[src/rtl/brc_pkg.sv]
// ----------------------------------------------------------------------------
// brc_pkg
// Shared types and constants of the bitmap row to RGB565 converter.
// ----------------------------------------------------------------------------
`default_nettype none

package brc_pkg;

  localparam int unsigned DIM_W       = 11;
  localparam int unsigned ROW_W       = 10;
  localparam int unsigned ADDR_W      = 21;
  localparam int unsigned BYTE_W      = 8;
  localparam int unsigned PIX_W       = 16;
  localparam int unsigned CFG_IDX_W   = 2;
  localparam int unsigned QUEUE_DEPTH = 4;
  localparam int unsigned QPTR_W      = 2;
  localparam int unsigned QCNT_W      = 3;

  localparam logic [ADDR_W-1:0] LINE_STRIDE = ADDR_W'(1280);
  localparam logic [DIM_W-1:0]  MAX_WIDTH   = DIM_W'(1280);
  localparam logic [DIM_W-1:0]  MAX_HEIGHT  = DIM_W'(1024);
  localparam logic [DIM_W-1:0]  WIDTH_RST   = DIM_W'(640);
  localparam logic [DIM_W-1:0]  HEIGHT_RST  = DIM_W'(480);

  localparam logic [CFG_IDX_W-1:0] REG_IMAGE_WIDTH  = CFG_IDX_W'(0);
  localparam logic [CFG_IDX_W-1:0] REG_IMAGE_HEIGHT = CFG_IDX_W'(1);

  localparam logic [1:0] PHASE_FIRST  = 2'd0;
  localparam logic [1:0] PHASE_SECOND = 2'd1;
  localparam logic [1:0] PHASE_THIRD  = 2'd2;

  typedef struct packed {
    logic [4:0]        red5;
    logic [5:0]        green6;
    logic [4:0]        blue5;
    logic [ADDR_W-1:0] addr;
    logic              done;
  } pix_item_t;

endpackage

`default_nettype wire

[src/rtl/brc_front.sv]
// ----------------------------------------------------------------------------
// brc_front
// Byte classifier: skips row padding, gathers three bytes per pixel and
// tracks column, row and frame-buffer address.
// ----------------------------------------------------------------------------
`default_nettype none

module brc_front import brc_pkg::*; (
  input  wire logic                 clk,
  input  wire logic                 rst_n,
  input  wire logic                 cfg_valid,
  input  wire logic [CFG_IDX_W-1:0] cfg_index,
  input  wire logic [DIM_W-1:0]     cfg_data,
  input  wire logic                 byte_accept,
  input  wire logic [BYTE_W-1:0]    pixel_byte,
  output logic                      item_valid,
  output pix_item_t                 item
);

  logic [DIM_W-1:0]  width_r, width_nxt;
  logic [DIM_W-1:0]  height_r, height_nxt;
  logic [1:0]        phase_r, phase_nxt;
  logic [DIM_W-1:0]  col_r, col_nxt;
  logic [1:0]        pad_r, pad_nxt;
  logic [ROW_W-1:0]  row_r, row_nxt;
  logic [ADDR_W-1:0] row_base_r, row_base_nxt;
  logic [4:0]        low_r, low_nxt;
  logic [5:0]        mid_r, mid_nxt;
  logic [DIM_W-1:0]  w_eff, h_eff;
  logic              col_last, row_last;

  always_comb begin
    width_nxt  = width_r;
    height_nxt = height_r;
    if (cfg_valid) begin
      case (cfg_index)
        REG_IMAGE_WIDTH:  width_nxt  = cfg_data;
        REG_IMAGE_HEIGHT: height_nxt = cfg_data;
        default: ;
      endcase
    end
  end

  always_comb begin
    if (width_r == '0) begin
      w_eff = DIM_W'(1);
    end else if (width_r > MAX_WIDTH) begin
      w_eff = MAX_WIDTH;
    end else begin
      w_eff = width_r;
    end
    if (height_r == '0) begin
      h_eff = DIM_W'(1);
    end else if (height_r > MAX_HEIGHT) begin
      h_eff = MAX_HEIGHT;
    end else begin
      h_eff = height_r;
    end
  end

  assign col_last = ({1'b0, col_r} + (DIM_W+1)'(1)) >= {1'b0, w_eff};
  assign row_last = ({2'b00, row_r} + (DIM_W+1)'(1)) >= {1'b0, h_eff};

  always_comb begin
    phase_nxt    = phase_r;
    col_nxt      = col_r;
    pad_nxt      = pad_r;
    row_nxt      = row_r;
    row_base_nxt = row_base_r;
    low_nxt      = low_r;
    mid_nxt      = mid_r;
    item_valid   = 1'b0;
    item.red5    = pixel_byte[7:3];
    item.green6  = mid_r;
    item.blue5   = low_r;
    item.addr    = row_base_r + ADDR_W'(col_r);
    item.done    = 1'b0;
    if (byte_accept) begin
      if (pad_r != 2'd0) begin
        pad_nxt = pad_r - 2'd1;
      end else begin
        case (phase_r)
          PHASE_FIRST: begin
            low_nxt   = pixel_byte[7:3];
            phase_nxt = PHASE_SECOND;
          end
          PHASE_SECOND: begin
            mid_nxt   = pixel_byte[7:2];
            phase_nxt = PHASE_THIRD;
          end
          default: begin
            item_valid = 1'b1;
            phase_nxt  = PHASE_FIRST;
            if (col_last) begin
              col_nxt = '0;
              pad_nxt = w_eff[1:0];
              if (row_last) begin
                item.done    = 1'b1;
                row_nxt      = '0;
                row_base_nxt = '0;
              end else begin
                row_nxt      = row_r + ROW_W'(1);
                row_base_nxt = row_base_r + LINE_STRIDE;
              end
            end else begin
              col_nxt = col_r + DIM_W'(1);
            end
          end
        endcase
      end
    end
  end

  always_ff @(posedge clk) begin
    if (!rst_n) begin
      width_r    <= WIDTH_RST;
      height_r   <= HEIGHT_RST;
      phase_r    <= PHASE_FIRST;
      col_r      <= '0;
      pad_r      <= '0;
      row_r      <= '0;
      row_base_r <= '0;
      low_r      <= '0;
      mid_r      <= '0;
    end else begin
      width_r    <= width_nxt;
      height_r   <= height_nxt;
      phase_r    <= phase_nxt;
      col_r      <= col_nxt;
      pad_r      <= pad_nxt;
      row_r      <= row_nxt;
      row_base_r <= row_base_nxt;
      low_r      <= low_nxt;
      mid_r      <= mid_nxt;
    end
  end

endmodule

`default_nettype wire

[src/rtl/brc_queue.sv]
// ----------------------------------------------------------------------------
// brc_queue
// Short pixel queue between the byte classifier and the output stage.
// ----------------------------------------------------------------------------
`default_nettype none

module brc_queue import brc_pkg::*; (
  input  wire logic      clk,
  input  wire logic      rst_n,
  input  wire logic      wr_en,
  input  pix_item_t      wr_item,
  output logic           q_full,
  input  wire logic      rd_en,
  output logic           q_empty,
  output pix_item_t      rd_item
);

  pix_item_t          slot_r [QUEUE_DEPTH];
  logic [QPTR_W-1:0]  wr_ptr_r, wr_ptr_nxt;
  logic [QPTR_W-1:0]  rd_ptr_r, rd_ptr_nxt;
  logic [QCNT_W-1:0]  count_r, count_nxt;

  assign q_full  = count_r == QCNT_W'(QUEUE_DEPTH);
  assign q_empty = count_r == '0;
  assign rd_item = slot_r[rd_ptr_r];

  always_comb begin
    wr_ptr_nxt = wr_en ? wr_ptr_r + QPTR_W'(1) : wr_ptr_r;
    rd_ptr_nxt = rd_en ? rd_ptr_r + QPTR_W'(1) : rd_ptr_r;
    count_nxt  = count_r;
    if (wr_en && !rd_en) begin
      count_nxt = count_r + QCNT_W'(1);
    end else if (rd_en && !wr_en) begin
      count_nxt = count_r - QCNT_W'(1);
    end
  end

  always_ff @(posedge clk) begin
    if (wr_en) begin
      slot_r[wr_ptr_r] <= wr_item;
    end
  end

  always_ff @(posedge clk) begin
    if (!rst_n) begin
      wr_ptr_r <= '0;
      rd_ptr_r <= '0;
      count_r  <= '0;
    end else begin
      wr_ptr_r <= wr_ptr_nxt;
      rd_ptr_r <= rd_ptr_nxt;
      count_r  <= count_nxt;
    end
  end

endmodule

`default_nettype wire

[src/rtl/brc_back.sv]
// ----------------------------------------------------------------------------
// brc_back
// Output stage: packs queued pixels into 5-6-5 form and holds the result.
// ----------------------------------------------------------------------------
`default_nettype none

module brc_back import brc_pkg::*; (
  input  wire logic       clk,
  input  wire logic       rst_n,
  input  wire logic       q_empty,
  input  pix_item_t       q_item,
  output logic            q_rd,
  input  wire logic       pop,
  output logic            empty,
  output logic [PIX_W-1:0]  pixel_value,
  output logic [ADDR_W-1:0] pixel_address,
  output logic              image_done
);

  logic              valid_r, valid_nxt;
  logic [PIX_W-1:0]  value_r;
  logic [ADDR_W-1:0] addr_r;
  logic              done_r;

  assign q_rd      = !q_empty && (!valid_r || pop);
  assign valid_nxt = q_rd || (valid_r && !pop);

  always_ff @(posedge clk) begin
    if (!rst_n) begin
      valid_r <= 1'b0;
    end else begin
      valid_r <= valid_nxt;
    end
  end

  always_ff @(posedge clk) begin
    if (q_rd) begin
      value_r <= {q_item.red5, q_item.green6, q_item.blue5};
      addr_r  <= q_item.addr;
      done_r  <= q_item.done;
    end
  end

  assign empty         = !valid_r;
  assign pixel_value   = value_r;
  assign pixel_address = addr_r;
  assign image_done    = done_r;

endmodule

`default_nettype wire

[src/rtl/bmp_row_to_rgb565_converter.sv]
// ----------------------------------------------------------------------------
// bmp_row_to_rgb565_converter
// Converts 24-bit bitmap pixel bytes into RGB565 pixels with addresses.
// ----------------------------------------------------------------------------
// Input: one pixel-data byte per item on in_pixel_byte, taken when push is
//   high and full is low. Row padding bytes are consumed without output.
// Output: queue-style; while empty is low the oldest pixel sits on
//   out_pixel_value / out_pixel_address / out_image_done, taken with pop.
// Config: cfg_valid/cfg_ready write port, cfg_ready always high; index 0
//   sets the image width, index 1 the height. Write only while idle.
// Throughput: one byte per cycle unless full, so one pixel per three bytes.
// Path: the third byte of a pixel is written into the queue at the edge
//   that takes it; the output register loads it from the queue once the
//   register is empty or being popped.
// Stall: a four-entry queue plus the output register absorb results; when
//   they fill, full rises and input bytes are held off.
// Reset: counters clear, width 640 and height 480, queue and outputs empty.
// ----------------------------------------------------------------------------
`default_nettype none

module bmp_row_to_rgb565_converter import brc_pkg::*; (
  input  wire logic                 clk,
  input  wire logic                 rst_n,
  input  wire logic                 cfg_valid,
  output logic                      cfg_ready,
  input  wire logic [CFG_IDX_W-1:0] cfg_index,
  input  wire logic [DIM_W-1:0]     cfg_data,
  input  wire logic                 push,
  output logic                      full,
  input  wire logic [BYTE_W-1:0]    in_pixel_byte,
  input  wire logic                 pop,
  output logic                      empty,
  output logic [PIX_W-1:0]          out_pixel_value,
  output logic [ADDR_W-1:0]         out_pixel_address,
  output logic                      out_image_done
);

  logic      byte_accept;
  logic      item_valid;
  pix_item_t front_item;
  logic      q_full, q_empty, q_rd;
  pix_item_t q_item;

  assign cfg_ready   = 1'b1;
  assign full        = q_full;
  assign byte_accept = push && !q_full;

  brc_front u_front (
    .clk         (clk),
    .rst_n       (rst_n),
    .cfg_valid   (cfg_valid),
    .cfg_index   (cfg_index),
    .cfg_data    (cfg_data),
    .byte_accept (byte_accept),
    .pixel_byte  (in_pixel_byte),
    .item_valid  (item_valid),
    .item        (front_item)
  );

  brc_queue u_queue (
    .clk     (clk),
    .rst_n   (rst_n),
    .wr_en   (item_valid),
    .wr_item (front_item),
    .q_full  (q_full),
    .rd_en   (q_rd),
    .q_empty (q_empty),
    .rd_item (q_item)
  );

  brc_back u_back (
    .clk           (clk),
    .rst_n         (rst_n),
    .q_empty       (q_empty),
    .q_item        (q_item),
    .q_rd          (q_rd),
    .pop           (pop),
    .empty         (empty),
    .pixel_value   (out_pixel_value),
    .pixel_address (out_pixel_address),
    .image_done    (out_image_done)
  );

endmodule

`default_nettype wire

[config.mk]
export PLATFORM = sky130hd
export DESIGN_NAME = bmp_row_to_rgb565_converter
export DESIGN_NICKNAME = d
export VERILOG_FILES = /design/src/rtl/brc_pkg.sv /design/src/rtl/brc_front.sv /design/src/rtl/brc_queue.sv /design/src/rtl/brc_back.sv /design/src/rtl/bmp_row_to_rgb565_converter.sv
export SDC_FILE = /design/constraint.sdc
export NUM_CORES = 1
export LEC_CHECK = 0
export ABC_AREA = 1
export BUFFER_PORTS_ARGS = -buffer_cell sky130_fd_sc_hd__buf_4
export CORE_UTILIZATION = 65
export CTS_CLUSTER_DIAMETER = 30
export DETAILED_ROUTE_END_ITERATION = 10
export PLACE_DENSITY = 0.86
export SLEW_MARGIN = 20
export SYNTH_ARGS = -nofsm -noshare
export SYNTH_HDL_FRONTEND = slang
export SYNTH_SLANG_ARGS = --single-unit
[constraint.sdc]
create_clock -name clk -period 5.9 [get_ports clk]
set_input_delay 0.885 -clock clk [delete_from_list [all_inputs] [get_ports clk]]
set_output_delay 0.885 -clock clk [all_outputs]
set_load 0.005 [all_outputs]
==> results of run 1 <==
==> registers in the layout, indices dropped and copies added, names as in the netlist <==
signal,count
u_back.pixel_value,16
u_front.height_r,11
u_front.mid_r,6
u_queue.rd_ptr_r,2
u_front.row_base_r,13
u_front.width_r,11
u_back.pixel_address,21
u_front.row_r,10
u_back.image_done,1
u_back.valid_r,1
u_front.col_r,11
u_front.pad_r,2
u_front.phase_r,2
u_queue.count_r,3
u_queue.wr_ptr_r,2
u_queue.slot_r,152
u_front.low_r,5
==> cell usage after synthesis <==
master | number | area [µm²]
edfxtp_1 | 190 | 5710
nor2_1 | 178 | 668
nand2_1 | 150 | 563
o21ai_0 | 124 | 621
inv_1 | 83 | 312
dfxtp_1 | 79 | 1580
a21oi_1 | 53 | 265
clkbuf_1 | 42 | 158
nand3_1 | 38 | 190
o22ai_1 | 38 | 238
ha_1 | 33 | 413
xor2_1 | 29 | 254
nor3_1 | 14 | 70.1
o21ai_1 | 7 | 35.0
nand4_1 | 5 | 31.3
buf_2 | 4 | 20.0
nand2_2 | 4 | 25.0
buf_6 | 3 | 33.8
nand3_2 | 2 | 20.0
nor2_2 | 2 | 12.5
nor2_4 | 2 | 22.5
nor3_2 | 2 | 20.0
a21o_1 | 1 | 7.51
a21oi_2 | 1 | 8.76
and2_2 | 1 | 7.51
buf_4 | 1 | 7.51
buf_8 | 1 | 15.0
clkbuf_2 | 1 | 5.00
conb_1 | 1 | 3.75
fa_1 | 1 | 20.0
inv_6 | 1 | 8.76
nand2_4 | 1 | 11.3
nand3_4 | 1 | 17.5
nor4_1 | 1 | 6.26
o21a_1 | 1 | 7.51
xnor2_1 | 1 | 8.76
==> final cells by class <==
| cell class | count | area [µm²] | share of cell area |
|---|---|---|---|
| Timing Repair Buffer | 72 | 541 | 0.0401 |
| Sequential cell | 269 | 7290 | 0.540 |
| Multi-Input combinational cell | 691 | 3580 | 0.266 |
| Tap cell | 225 | 282 | 0.0209 |
| Clock inverter | 33 | 387 | 0.0287 |
| Inverter | 84 | 320 | 0.0238 |
| Clock buffer | 45 | 1080 | 0.0803 |
==> critical path: stages (launching register included) <==
cell	delay, ns
dfxtp_1	0.49
ha_1	0.23
nand2_1	0.09
nor2_1	0.20
nand4_1	0.16
nor3_1	0.22
xor2_1	0.23
ha_1	0.29
a21oi_1	0.15
nand2_1	0.06
nor2_1	0.17
nand3_4	0.13
nand2_4	0.32
inv_6	0.12
nand2_2	0.11
nand2_2	0.18
nor2_1	0.14
==> where the power goes <==
group | internal (mW) | total (mW) | switching, mW
sequential | 2.31 | 2.42 | 0.111
combinational | 0.382 | 1.09 | 0.710
clock | 1.59 | 2.53 | 0.935
==> stage by stage <==
stage          hold WS (ns)   util  total power, mW  std cells  setup WS [ns]
5_1_grt               0.512  0.785             6.26       1419           2.20
3_3_place_gp          0.468  0.700             3.41       1341           2.66
6_report              0.488  0.785             6.04       1419           2.52
3_5_place_dp          0.474  0.700             3.49       1341           2.53
2_1_floorplan         0.450      -             3.01       1096           2.09
4_1_cts               0.484  0.785             6.06       1419           2.55
==> per-layer routing <==
metal / part of all wire / up-vias / GRT usage
li1: - / 3896 / -
met1: 0.39 / 4018 / 0.376
met2: 0.51 / 492 / 0.501
met3: 0.080 / 61 / 0.0450
met4: 0.025 / 0 / 0.115
met5: 0 / - / 0
==> worst min path at each step <==
stage | startpoint | depth (start not counted) | end
after floorplan | u_front.width_r[0] | 2 | u_front.width_r[0]
after global placement | u_front.mid_r[5] | 2 | u_front.mid_r[5]
after detailed placement | u_front.width_r[0] | 2 | u_front.width_r[0]
after CTS | u_front.row_base_r[14] | 2 | u_front.row_base_r[14]
after global routing | u_front.mid_r[5] | 0 | u_queue.slot_r[2][32]
final | u_front.row_base_r[14] | 2 | u_front.row_base_r[14]
==> cell families after synthesis <==
group / synth area share
AND/OR/NAND/NOR: 0.146
buffers and inverters: 0.0491
flip-flops: 0.640
adder cells (fa/ha/maj): 0.0380
other: 0.000329
AO/OA/AOI/OAI: 0.104
XOR/XNOR: 0.0231
==> run metrics, run 1 <==
outcome finished, final reports clean; wire per inst 18.4 µm; post-cts hold buffer count 0; vias after detailed routing 8,467; Fillers 935; Syn-to-layout area delta 18.4%; relative slew slack 0.364; critical path required time 6.34 ns; antenna-violating nets left 0; first-pass GRT wire length 40.9 mm; Root Buffer Master clkbuf_16; Sink Count 269; commonest non-fill, non-tap cell in the layout edfxtp_1; DRT Pass-1 Iters 5; CTS Buffer Depth 3; Boundary Pins 67; crit path time final 3.38 ns; Post-CTS Repair Setup Buffers 0; final hold vios 0; Via density 5.97; DIE WIDTH 134 µm; Starting Density 0.663; Final Skew 0.0289 ns; Max Fanout on Critical Path 34; vias in the first global route 8,142; global route overflow 0; yosys warns 0; CTS buffer count 43; Syn Nets 1,156; worst path arrival time 3.82 ns; GP Congestion 0.862; final instance area 13,500 µm²; Setup violations, final 0; Pwr Density 448 nW/µm²; Max Cap Violations 0; commonest non-fill, non-tap cells in the layout 190 x edfxtp_1, 173 x nor2_1, 150 x nand2_1; endpoint type of the worst setup path register; dpl hpwl 14.0 mm; flops & latches, synth 269; CP Class register to register; Die H 134 µm; fin. max-slew vios 0; Skew-Pair Late Insertion Delay 0.53 ns; VDD IR max 528 µV; CP startpoint u_front.col_r[0]; r2r setup slk 2.52 ns; die area 18,100 µm²; critical path endpoint u_front.row_r[2]; PostCTS Resize Cnt 0; Pleak 5.22 nW; Post-Synthesis Cells 1,096; distinct cell type count of the synthesized netlist 36; Cell Area, Synth 11,400 µm²; # rows 48; n_diodes 0; fmax 0.296 GHz; Nets 1,221; startpoint types register; Reg clk slew, reported paths 0.05 ns; overall routing resource usage 0.293; Core Box Area 17,200 µm²; Seq/Total Area, Yosys 0.640; number of antenna violations at the first check in global routing 0; port buffer count 63; Synth Area per Inst 10.4 µm²; worst r2r src u_front.col_r[0]; initial drt markers 1,066; largest net degree at the start of global routing 78; worst-margin pin slew 0.954 ns; unrepaired setup endpoints after global routing false; share of layout cells above drive strength 1 0.143; Max H-tree Level 2; DP Area 12,000 µm²; Total Routed Length 26.1 mm; Reg-to-Reg End u_front.row_r[2]; CTS tree yes; total negative setup slack 0 ns; r2r worst-path depth 16; ratio of final minimum period to clock period 0.573; DRC viols 0; HP Class register to register
No activity file was read; power rests on OpenSTA's default activity.
==> inputs of run 2 (changes only) <==
--- a/config.mk
+++ b/config.mk
@@ -7,10 +7,10 @@
 export LEC_CHECK = 0
 export ABC_AREA = 1
 export BUFFER_PORTS_ARGS = -buffer_cell sky130_fd_sc_hd__buf_4
-export CORE_UTILIZATION = 65
+export CORE_UTILIZATION = 55
 export CTS_CLUSTER_DIAMETER = 30
 export DETAILED_ROUTE_END_ITERATION = 10
-export PLACE_DENSITY = 0.86
+export PLACE_DENSITY = 0.78
 export SLEW_MARGIN = 20
 export SYNTH_ARGS = -nofsm -noshare
 export SYNTH_HDL_FRONTEND = slang
==> constraint.sdc (replaced) <==
create_clock -name clk -period 2.9 [get_ports clk]
set_input_delay 0.435 -clock clk [delete_from_list [all_inputs] [get_ports clk]]
set_output_delay 0.435 -clock clk [all_outputs]
set_load 0.005 [all_outputs]
==> run 2 against run 1 <==
Flip-flop and latch count did not move. Non-clock buffer count grew 19. Total power grew 100%. Sequential power rose by 100%. Die area rose by 18%. Sequential share of layout area decreased by 1.5 points. Fmax is 24% higher. Clock skew is 0.0044 ns lower. Cell area is 2.8% higher. Combinational power is 100% higher. Worst setup slack worse by 2.3 ns. Global-route usage is 6.4 points lower.
==> run metrics, run 2 (synthesis results as in run 1) <==
Clock power frac 0.428 (+0.010); VDD IR max 582 µV (+10%); Pint 8.89 mW (+110%); worst path arrival time 3.00 ns (-0.82 ns); Final Skew 0.0246 ns (-0.00437 ns); n_diodes 0 (unchanged); Net Sw Power 3.43 mW (+95%); Finished Layout Cells 1,487 (+4.8%); commonest non-fill, non-tap cell in the layout edfxtp_1; wire per inst 16.2 µm (-12%); Boundary Pins 67 (unchanged); post-cts hold buffer count 0 (unchanged); Reg power frac 0.395 (-0.006); Gate power share 0.177 (-0.004); Syn-to-layout area delta 21.7%; Pwr Density 889 nW/µm² (+98%); initial drt markers 534 (-50%); Max H-tree Level 2 (unchanged); Max Cap Violations 0 (unchanged); Fillers 1,468 (+57%); crit path time final 2.73 ns (-0.654 ns); dpl cells 1,400 (+4.4%); DRC viols 0 (unchanged); Via density 5.45 (-8.6%); CTS tree yes; dpl hpwl 13.8 mm (-1.8%); Total Routed Length 24.1 mm (-7.9%); # rows 52 (+8.3%); relative slew slack 0.338 (-0.0260); HP Class input pin to register; fin. max-slew vios 0 (unchanged); CTS buffer count 44 (+2.3%); CTS Buffer Depth 3 (unchanged); DRT Pass-1 Iters 5 (unchanged); global route overflow 0 (unchanged); Sink Count 269 (unchanged); critical path required time 3.17 ns (-3.17 ns); vias after detailed routing 8,109 (-4.2%); overall routing resource usage 0.229 (-0.0636); port buffer count 63 (unchanged); Worst path max stage delay 0.34 ns (-0.15 ns); worst-margin pin slew 0.993 ns (+0.0390 ns); ratio of final minimum period to clock period 0.941 (+0.367); antenna-violating nets left 0 (unchanged); CP Class register to register; first-pass GRT wire length 38.7 mm (-5.2%); worst path cell trace ha_2 > nand2_1 > nor2_2 > nand4_1 > nor3_2 > xor2_1 > ha_1 > a21oi_2 > nand2_1 > nor2_2 > nand3_4 > nand2_8 > inv_6 > nand2_2 > inv_1; fin util 0.683 (-0.102); Core Box Area 20,300 µm² (+18%); startpoint types register; commonest non-fill, non-tap cells in the layout 190 x edfxtp_1, 170 x nor2_1, 149 x nand2_1; Root Buffer Master clkbuf_16; Reg clk slew, reported paths 0.05 ns (about the same); max reg flops 152 (unchanged); die area 21,300 µm² (+18%); number of antenna violations at the first check in global routing 0 (unchanged); Pleak 5.37 nW (+2.8%); Setup violations, final 0 (unchanged); Nets 1,241 (+1.6%); DIE WIDTH 146 µm (+8.6%); largest net degree at the start of global routing 78 (unchanged); fmax 0.367 GHz (+24%); Starting Density 0.561 (-0.102); Die H 146 µm (+8.6%); Skew-Pair Late Insertion Delay 0.54 ns (about the same); endpoint type of the worst setup path register; GP Congestion 0.894 (+3.7%); share of layout cells above drive strength 1 0.166 (+0.0228); Crit-path slowest cell dfxtp_1; Reg area 7290 µm² (about the same); outcome finished, final reports clean; Max Fanout on Critical Path 14 (-59%); final hold vios 0 (unchanged); Multi-input gate area 3620 µm² (+0.98%); sw frac 0.278 (-0.0122); vias in the first global route 7,957 (-2.3%); Biggest register u_queue.slot_r
[run 2: changes by cell type in the layout (fill, tap and decap cells not counted), moves of 3 or more]
cell | before | now
buf_12 | 0 | 7
nor2_2 | 2 | 5
inv_6 | 8 | 12
buf_4 | 72 | 83
inv_8 | 5 | 2
nor2_1 | 173 | 170
[run 2: repair_timing]
| item | in CTS | in global routing |
|---|---|---|
| gates resized for setup | 0 | 12 |
| setup endpoints to repair | 0 | 39 |
| setup buffers | 0 | 5 |
[run 2: worst max-delay path: cells and delay by family (launching register included)]
kind,cells,cell delay (ns)
AO/OA/AOI/OAI,1,0.14
XOR/XNOR,1,0.24
adder cells (fa/ha/maj),2,0.51
buffers and inverters,2,0.15
flip-flops,1,0.34
AND/OR/NAND/NOR,9,1.11
[run 2: stage by stage]
step / total power, mW / instance area [µm²] / TNS (ns) / setup slack, ns / hold slack [ns]
after global placement: 7.00 / 12300 / 0 / 0.153 / 0.467
final: 12.3 / 13900 / 0 / 0.172 / 0.122
after floorplan: 6.12 / 11400 / -37.66 / -0.248 / 0.450
after global routing: 12.8 / 13900 / -0.167 / -0.0269 / 0.122
after CTS: 12.4 / 13800 / 0 / 0.0929 / 0.105
after detailed placement: 7.09 / 12300 / 0 / 0.0948 / 0.472
[run 2: power by group through the flow]
stage	logic [mW]	clock network (mW)	registers (mW)
final	2.18	5.28	4.86
after global routing	2.42	5.47	4.90
after CTS	2.19	5.33	4.87
after detailed placement	2.16	0	4.93
after global placement	2.08	0	4.92
after floorplan	1.16	0	4.95
[run 2: final cells by class]
cell class              instances  area share
repair buffers                 91      0.0559
well taps                     270      0.0244
inverters                      84      0.0231
clock buffers                  50      0.0840
flip-flops and latches        269       0.526
clock inverters                32      0.0257
multi-input cells             691       0.261
[run 2: per-layer routing]
layer	part of all wire	up-vias	global-route usage
li1	-	3935	-
met1	0.42	3851	0.285
met2	0.51	281	0.399
met3	0.056	42	0.0395
met4	0.020	0	0.0884
met5	0	-	0
[run 2: path summary, 6_finish.rpt]
path	start	to	slack [ns]	cells past startpoint
max	u_front.col_r[1]	u_queue.slot_r[3][0]	0.17	15
min	cfg_data[9]	u_front.width_r[9]	0.12	3
max reg2reg	u_front.col_r[1]	u_queue.slot_r[3][0]	0.17	15
min reg2reg	u_front.height_r[8]	u_front.height_r[8]	0.48	2
